--- src/rtl/range_lock_value_table_defines.svh ---
// ----------------------------------------------------------------------------
// Range lock value table assertion macros
// Same-cycle and next-cycle implication checks on clock, quiet in reset.
// ----------------------------------------------------------------------------
`ifndef RANGE_LOCK_VALUE_TABLE_DEFINES_SVH
`define RANGE_LOCK_VALUE_TABLE_DEFINES_SVH

// same-cycle implication
`define RLVT_ASSERT_NOW(label, ante, cons) \
   label: assert property (@(posedge clock) disable iff (reset) (ante) |-> (cons)) \
      else $error("range lock value table assertion failed");

// next-cycle implication
`define RLVT_ASSERT_NEXT(label, ante, cons) \
   label: assert property (@(posedge clock) disable iff (reset) (ante) |=> (cons)) \
      else $error("range lock value table assertion failed");

`endif

--- src/rtl/rlvt_pkg.sv ---
// ----------------------------------------------------------------------------
// Range lock value table package
// Sizes, request kind codes and the store access bundle.
// ----------------------------------------------------------------------------
package rlvt_pkg;

   localparam int NUM_LOCATIONS = 1024;
   localparam int VALUE_BITS    = 16;
   localparam int ADDR_BITS     = $clog2(NUM_LOCATIONS);
   localparam int CNT_BITS      = ADDR_BITS + 1;
   localparam int KIND_BITS     = 3;
   localparam int START_BITS    = 10;
   localparam int FENCE_BITS    = 11;
   localparam int OPERAND_BITS  = 16;
   localparam int READ_BITS     = 16;
   localparam int CMP_BITS      = (VALUE_BITS > OPERAND_BITS) ? VALUE_BITS : OPERAND_BITS;
   localparam int WIDE_BITS     = (CNT_BITS > FENCE_BITS) ? CNT_BITS : FENCE_BITS;

   typedef enum logic [KIND_BITS-1:0] {
      KIND_READ      = 3'd0,
      KIND_ADD       = 3'd1,
      KIND_SET       = 3'd2,
      KIND_CHECK_EQ  = 3'd3,
      KIND_CHECK_GT  = 3'd4
   } kind_type;

   typedef struct packed {
      logic                  wr_en;
      logic [ADDR_BITS-1:0]  wr_addr;
      logic [VALUE_BITS-1:0] wr_data;
      logic                  rd_en;
      logic [ADDR_BITS-1:0]  rd_addr;
   } mem_req_type;

endpackage

--- src/rtl/rlvt_ctrl.sv ---
// ----------------------------------------------------------------------------
// Range lock value table sequencer
// Clears the store after reset, then walks each request's range one location
// a cycle: read, modify, write back, and folds the check result.
// ----------------------------------------------------------------------------
`include "range_lock_value_table_defines.svh"

module rlvt_ctrl (
   input  logic                                  clock,
   input  logic                                  reset,
   input  logic                                  start,
   output logic                                  busy,
   input  logic [rlvt_pkg::KIND_BITS-1:0]        req_kind,
   input  logic [rlvt_pkg::START_BITS-1:0]       req_range_start,
   input  logic [rlvt_pkg::FENCE_BITS-1:0]       req_range_fence,
   input  logic signed [rlvt_pkg::OPERAND_BITS-1:0] req_operand,
   output logic                                  rsp_strobe,
   output logic signed [rlvt_pkg::READ_BITS-1:0] rsp_read_value,
   output logic                                  rsp_check_passed,
   output rlvt_pkg::mem_req_type                 mem_req,
   input  logic [rlvt_pkg::VALUE_BITS-1:0]       mem_rd_data
);

   localparam int AB = rlvt_pkg::ADDR_BITS;
   localparam int CB = rlvt_pkg::CNT_BITS;
   localparam int VB = rlvt_pkg::VALUE_BITS;
   localparam int WB = rlvt_pkg::WIDE_BITS;
   localparam int MB = rlvt_pkg::CMP_BITS;
   localparam int RB = rlvt_pkg::READ_BITS;

   typedef enum logic [1:0] {
      ST_CLEAR,
      ST_IDLE,
      ST_WALK
   } state_type;

   state_type                        state_ff;
   logic [CB-1:0]                    addr_ff;
   logic [CB-1:0]                    fence_ff;
   rlvt_pkg::kind_type               kind_ff;
   logic signed [rlvt_pkg::OPERAND_BITS-1:0] operand_ff;
   logic                             pend_ff;
   logic [AB-1:0]                    pend_addr_ff;
   logic                             passed_ff;
   logic signed [RB-1:0]             read_ff;
   logic                             rsp_strobe_ff;
   logic signed [RB-1:0]             rsp_read_value_ff;
   logic                             rsp_check_passed_ff;

   logic [WB-1:0]        start_w;
   logic [WB-1:0]        fence_w;
   logic [WB-1:0]        num_w;
   logic [WB-1:0]        start_c;
   logic [WB-1:0]        fence_c;
   logic [WB-1:0]        read_fence;
   logic [CB-1:0]        fence_in;
   logic                 accept;
   logic                 rd_go;
   logic                 clear_last;
   logic [VB-1:0]        op_val;
   logic signed [MB-1:0] op_cmp;
   logic signed [MB-1:0] cur_sext;
   logic [VB-1:0]        sum;
   logic                 check_fail;
   logic                 writes_back;

   assign busy   = (state_ff != ST_IDLE);
   assign accept = start && (state_ff == ST_IDLE);

   assign start_w    = WB'(req_range_start);
   assign fence_w    = WB'(req_range_fence);
   assign num_w      = WB'(rlvt_pkg::NUM_LOCATIONS);
   assign start_c    = (start_w > num_w) ? num_w : start_w;
   assign fence_c    = (fence_w > num_w) ? num_w : fence_w;
   assign read_fence = (start_w < num_w) ? WB'(start_w + WB'(1)) : num_w;

   always_comb begin
      case (rlvt_pkg::kind_type'(req_kind)) inside
         rlvt_pkg::KIND_READ: fence_in = CB'(read_fence);
         rlvt_pkg::KIND_ADD, rlvt_pkg::KIND_SET,
         rlvt_pkg::KIND_CHECK_EQ, rlvt_pkg::KIND_CHECK_GT: fence_in = CB'(fence_c);
         default: fence_in = CB'(start_c);
      endcase
   end

   assign rd_go      = (addr_ff < fence_ff);
   assign clear_last = (addr_ff == CB'(rlvt_pkg::NUM_LOCATIONS - 1));

   assign op_val   = VB'(operand_ff);
   assign op_cmp   = MB'(operand_ff);
   assign cur_sext = MB'(signed'(mem_rd_data));
   assign sum      = VB'(mem_rd_data + op_val);

   always_comb begin
      check_fail  = 1'b0;
      writes_back = 1'b0;
      case (kind_ff) inside
         rlvt_pkg::KIND_ADD, rlvt_pkg::KIND_SET: writes_back = 1'b1;
         rlvt_pkg::KIND_CHECK_EQ: check_fail = (cur_sext != op_cmp);
         rlvt_pkg::KIND_CHECK_GT: check_fail = (cur_sext <= op_cmp);
         default: ;
      endcase
   end

   always_comb begin
      mem_req = '0;
      if (state_ff == ST_CLEAR) begin
         mem_req.wr_en   = 1'b1;
         mem_req.wr_addr = addr_ff[AB-1:0];
         mem_req.wr_data = '0;
      end else if (state_ff == ST_WALK) begin
         mem_req.rd_en   = rd_go;
         mem_req.rd_addr = addr_ff[AB-1:0];
         mem_req.wr_en   = pend_ff && writes_back;
         mem_req.wr_addr = pend_addr_ff;
         mem_req.wr_data = (kind_ff == rlvt_pkg::KIND_ADD) ? sum : op_val;
      end
   end

   always_ff @(posedge clock) begin
      if (reset) begin
         state_ff      <= ST_CLEAR;
         addr_ff       <= '0;
         pend_ff       <= 1'b0;
         rsp_strobe_ff <= 1'b0;
      end else begin
         rsp_strobe_ff <= 1'b0;
         unique case (state_ff)
            ST_CLEAR: begin
               addr_ff <= CB'(addr_ff + CB'(1));
               if (clear_last) begin
                  state_ff <= ST_IDLE;
               end
            end
            ST_IDLE: begin
               if (accept) begin
                  state_ff   <= ST_WALK;
                  addr_ff    <= CB'(start_c);
                  fence_ff   <= fence_in;
                  kind_ff    <= rlvt_pkg::kind_type'(req_kind);
                  operand_ff <= req_operand;
                  passed_ff  <= 1'b1;
                  read_ff    <= '0;
                  pend_ff    <= 1'b0;
               end
            end
            ST_WALK: begin
               pend_ff      <= rd_go;
               pend_addr_ff <= addr_ff[AB-1:0];
               if (rd_go) begin
                  addr_ff <= CB'(addr_ff + CB'(1));
               end
               if (pend_ff) begin
                  if (check_fail) begin
                     passed_ff <= 1'b0;
                  end
                  if (kind_ff == rlvt_pkg::KIND_READ) begin
                     read_ff <= RB'(cur_sext);
                  end
               end
               if (!rd_go && !pend_ff) begin
                  state_ff            <= ST_IDLE;
                  rsp_strobe_ff       <= 1'b1;
                  rsp_read_value_ff   <= read_ff;
                  rsp_check_passed_ff <= passed_ff;
               end
            end
            default: state_ff <= ST_IDLE;
         endcase
      end
   end

   assign rsp_strobe       = rsp_strobe_ff;
   assign rsp_read_value   = rsp_read_value_ff;
   assign rsp_check_passed = rsp_check_passed_ff;

   `RLVT_ASSERT_NEXT(a_strobe_single, rsp_strobe_ff, !rsp_strobe_ff)
   `RLVT_ASSERT_NEXT(a_accept_busy, accept, busy && !rsp_strobe_ff)
   `RLVT_ASSERT_NOW(a_no_rw_same_entry, mem_req.wr_en && mem_req.rd_en, mem_req.wr_addr != mem_req.rd_addr)
   `RLVT_ASSERT_NOW(a_walk_in_bounds, mem_req.rd_en, addr_ff < CB'(rlvt_pkg::NUM_LOCATIONS))

endmodule

--- config.mk ---
export PLATFORM = sky130hd
export DESIGN_NAME = rlvt_ctrl
export DESIGN_NICKNAME = d
export VERILOG_FILES = /design/src/rtl/rlvt_pkg.sv /design/src/rtl/rlvt_ctrl.sv
export VERILOG_INCLUDE_DIRS = /design/src /design/src/rtl
export SDC_FILE = /design/constraint.sdc
export NUM_CORES = 1
export LEC_CHECK = 0
export ABC_AREA = 1
export ABC_CLOCK_PERIOD_IN_PS = 2900
export BUFFER_PORTS_ARGS = -buffer_cell sky130_fd_sc_hd__buf_2
export CORE_MARGIN = 10
export CORE_UTILIZATION = 30
export CTS_CLUSTER_SIZE = 24
export DETAILED_ROUTE_END_ITERATION = 12
export MAX_ROUTING_LAYER = met4
export PLACE_DENSITY = 0.58
export SYNTH_ARGS = -nofsm -noshare
export SYNTH_HDL_FRONTEND = slang
export SYNTH_SLANG_ARGS = --single-unit
--- constraint.sdc ---
create_clock -name clock -period 2.9 [get_ports clock]
set_input_delay 0.87 -clock clock [delete_from_list [all_inputs] [get_ports clock]]
set_output_delay 0.87 -clock clock [all_outputs]
set_load 0.02 [all_outputs]
==> flow_metrics.py <==
metrics = {
    "outcome": {
        "status": "finished, violations left",
        "violations": "setup timing",
    },
    "global_routing": {
        "grt_overflow_total": 0,
        "grt_pass1_wl_um": 26790,
        "antenna_found_initial": 1,
        "track_usage_pct": 14.11,
        "first_global_vias": 5203,
        "grt_max_degree": 26,
    },
    "timing": {
        "setup_viol": 24,
        "period_share_pct": 112.9,
        "hold_viol": 0,
        "fin_skew_ns": 0.01728,
        "finalMaxSlewViolations": 0,
        "fmax_mhz": 305.4,
        "min_period_ns": 3.274,
        "tightest_slew_ns": 0.7986,
        "max_slew_margin_pct": 46.70,
        "rsz0062_at_grt": "true",
        "worst_slack_ns": -0.3744,
    },
    "yosys": {
        "ys_seq_elements": 89,
        "yosys-top-cells-area": "edfxtp_1 39%, ha_1 10%, nand2_1 9.0%",
        "yosysUniqueCellTypes": 46,
        "syn_inst": 692,
        "synthArstFlopShare_pct": 0,
        "synth_area_um2": 5700,
        "synth_ff_type": "edfxtp_1",
        "synth_common_cells": "136 x nand2_1, 130 x inv_1, 74 x edfxtp_1, 60 x nor2_1, 59 x a21oi_1",
        "yosysTopAreaCell": "edfxtp_1",
        "ys_warn_count": 0,
        "ys_seq_area_share_pct": 44.25,
        "synth_top_area_share_pct": 38.98,
        "syn_area_per_cell_um2": 8.238,
        "synth.most_common_cell": "nand2_1",
        "synth_edf_count": 74,
        "synth_nets": 798,
    },
    "power": {
        "p_int_mw": 2.575,
        "switching_share_pct": 35.29,
        "switchingPower_mw": 1.404,
        "combPwrFrac_pct": 30.8,
        "irDropWorstVdd_v": 0.0002241,
        "total_power_mw": 3.979,
        "clockPowerShare_pct": 29.3,
        "power.leakage_nw": 3.699,
        "cellPowerDensity_nw_per_um2": 503.1,
        "power.share.sequential_pct": 39.9,
    },
    "critical_path": {
        "crit_type": "input port to output pin",
        "arrival_ns": 2.40,
        "worst-path-max-fanout": 2,
        "critPathRequiredTime_ns": 2.03,
        "r2r_setup_slack_ns": 0.78,
        "end_kind": "output pin",
        "start_kind": "input port",
    },
    "min_path": {
        "min_path_type": "register to register",
    },
    "placement": {
        "dp_slack_ns": -0.5026,
        "dp_cells": 1091,
        "dp_hpwl_um": 13300,
        "port_buffers": 115,
        "globalplace.congestion": 0.8791,
    },
    "floorplan": {
        "io_pins": 116,
        "die-area_um2": 24920,
        "dieWidth_um": 157.8,
        "die_y_um": 157.8,
        "start_util_pct": 30.47,
        "coreArea_um2": 18710,
        "rows": 50,
    },
    "layout": {
        "drive_above_1_share_pct": 34.69,
        "stdcell_count": 1117,
        "final_nets": 983,
        "multi_input_area_um2": 3037,
        "seq_area_um2": 2522,
        "synthToLayoutAreaGrowth_pct": 38.76,
        "final.fill_count": 1835,
    },
    "route": {
        "ant_nets": 0,
        "post_drt_wl_per_cell_um": 15.27,
        "vias": 5268,
        "first_pass_iters": 6,
        "drtIter0Drc": 328,
        "vias_per_cell": 4.716,
        "drc": 0,
        "finalWirelength_um": 17060,
    },
    "clocking": {
        "insertion_delay_ns": 0.36,
        "path_clk_slew_ns": 0.06,
        "cts_buffers": 9,
        "htreeDepth": 3,
        "cts_tree": "done",
        "clock_sinks": 89,
        "root_buffer": "clkbuf_16",
        "clockBufferDepth": 2,
    },
    "run": {
        "cap_violations": 0,
    },
}
==> power groups by stage <==
stage               sequential (mW)  clock [mW]  combinational, mW
floorplan                      1.60           0              0.702
global placement               1.61           0               1.13
detailed placement             1.61           0               1.14
CTS                            1.59        1.20               1.20
global route                   1.60        1.24               1.36
finish                         1.59        1.17               1.22
==> timing repair <==
item	CTS	global route
gates resized for setup	89	29
hold buffers	0	0
cloned	0	0
setup buffers	5	4
setup endpoints to repair	25	26
pin swaps	39	21
==> final cells by class <==
cell class / count / area share (%)
multi-input cells: 460 / 38.39
flip-flops and latches: 89 / 31.89
inverters: 131 / 6.216
clock inverters: 7 / 0.7909
clock buffers: 9 / 2.847
well taps: 234 / 3.701
diodes: 1 / 0.03164
repair buffers: 186 / 16.13
==> cells in the final DEF, fill, tap and decap left out, types with 10 or more instances in the layout <==
master and instances:
buf_4 65, nor2_2 12, nand2_2 13, xor2_1 15
edfxtp_1 74, inv_2 21, dfxtp_1 15, nor3_1 10
nor2_1 47, buf_6 22, nand4_1 12, inv_1 110
a21oi_2 10, ha_1 32, o21ai_0 31, ha_4 12
a21oi_1 47, nand2_1 123, nand3_1 26, buf_2 95
==> metal layers <==
metal	GRT usage [%]	vias up	share of wire, %
li1	-	2670	-
met1	17.76	2445	45
met3	2.822	12	6.1
met5	-	-	0
met4	3.874	0	1.3
met2	22.64	141	47
==> critical path: stages <==
cell and delay, ns:
buf_8 0.08, ha_4 0.12, inv_2 0.04, fa_2 0.41, inv_2 0.07, buf_4 0.11
nand4_1 0.08, nand3_2 0.13, a21oi_2 0.07, nand2_1 0.06, nand2_1 0.05, nor2_2 0.12
nor2_2 0.05, buf_6 0.13
==> registers in the layout, indices dropped and copies added (netlist names) <==
name and flops:
addr_ff 11, passed_ff 1, op_cmp 16, rsp_check_passed 1, fence_ff 11, pend_addr_ff 10
pend_ff 1, state_ff 2, kind_ff 3, read_ff 16, rsp_read_value 16, rsp_strobe 1
==> kinds of logic (layout without fill, tap and decap cells) <==
logic type | count (synthesis) | count (layout) | synth area share (%)
AOI/OAI and AO/OA | 126 | 126 | 12.12
xor gates and xnor gates | 17 | 17 | 2.612
and+or+nand+nor | 270 | 270 | 20.90
other | 0 | 1 | 0
buffers and inverters | 143 | 333 | 9.679
DFF | 89 | 89 | 44.25
adders and majority gates | 47 | 47 | 10.45
==> stage by stage <==
step	utilization, %	hold WS, ns	area, um^2	setup TNS [ns]
final	42.29	0.4218	7910	-4.586
after global routing	42.29	0.4274	7910	-8.173
after CTS	41.58	0.4206	7777	-4.435
after floorplan	-	0.4003	5866	-0.3170
after detailed placement	38.25	0.4074	7154	-5.715
after global placement	38.25	0.4005	7154	-5.655
==> final timing paths <==
path | startpoint | cells after the start | end
setup / recovery | mem_rd_data[0] | 14 | mem_req[25]
hold reg to reg | read_ff[14] | 0 | rsp_read_value[14]
hold / removal | read_ff[14] | 0 | rsp_read_value[14]
setup reg to reg | op_cmp[7] | 14 | passed_ff
(Power assumes the default switching activity.)
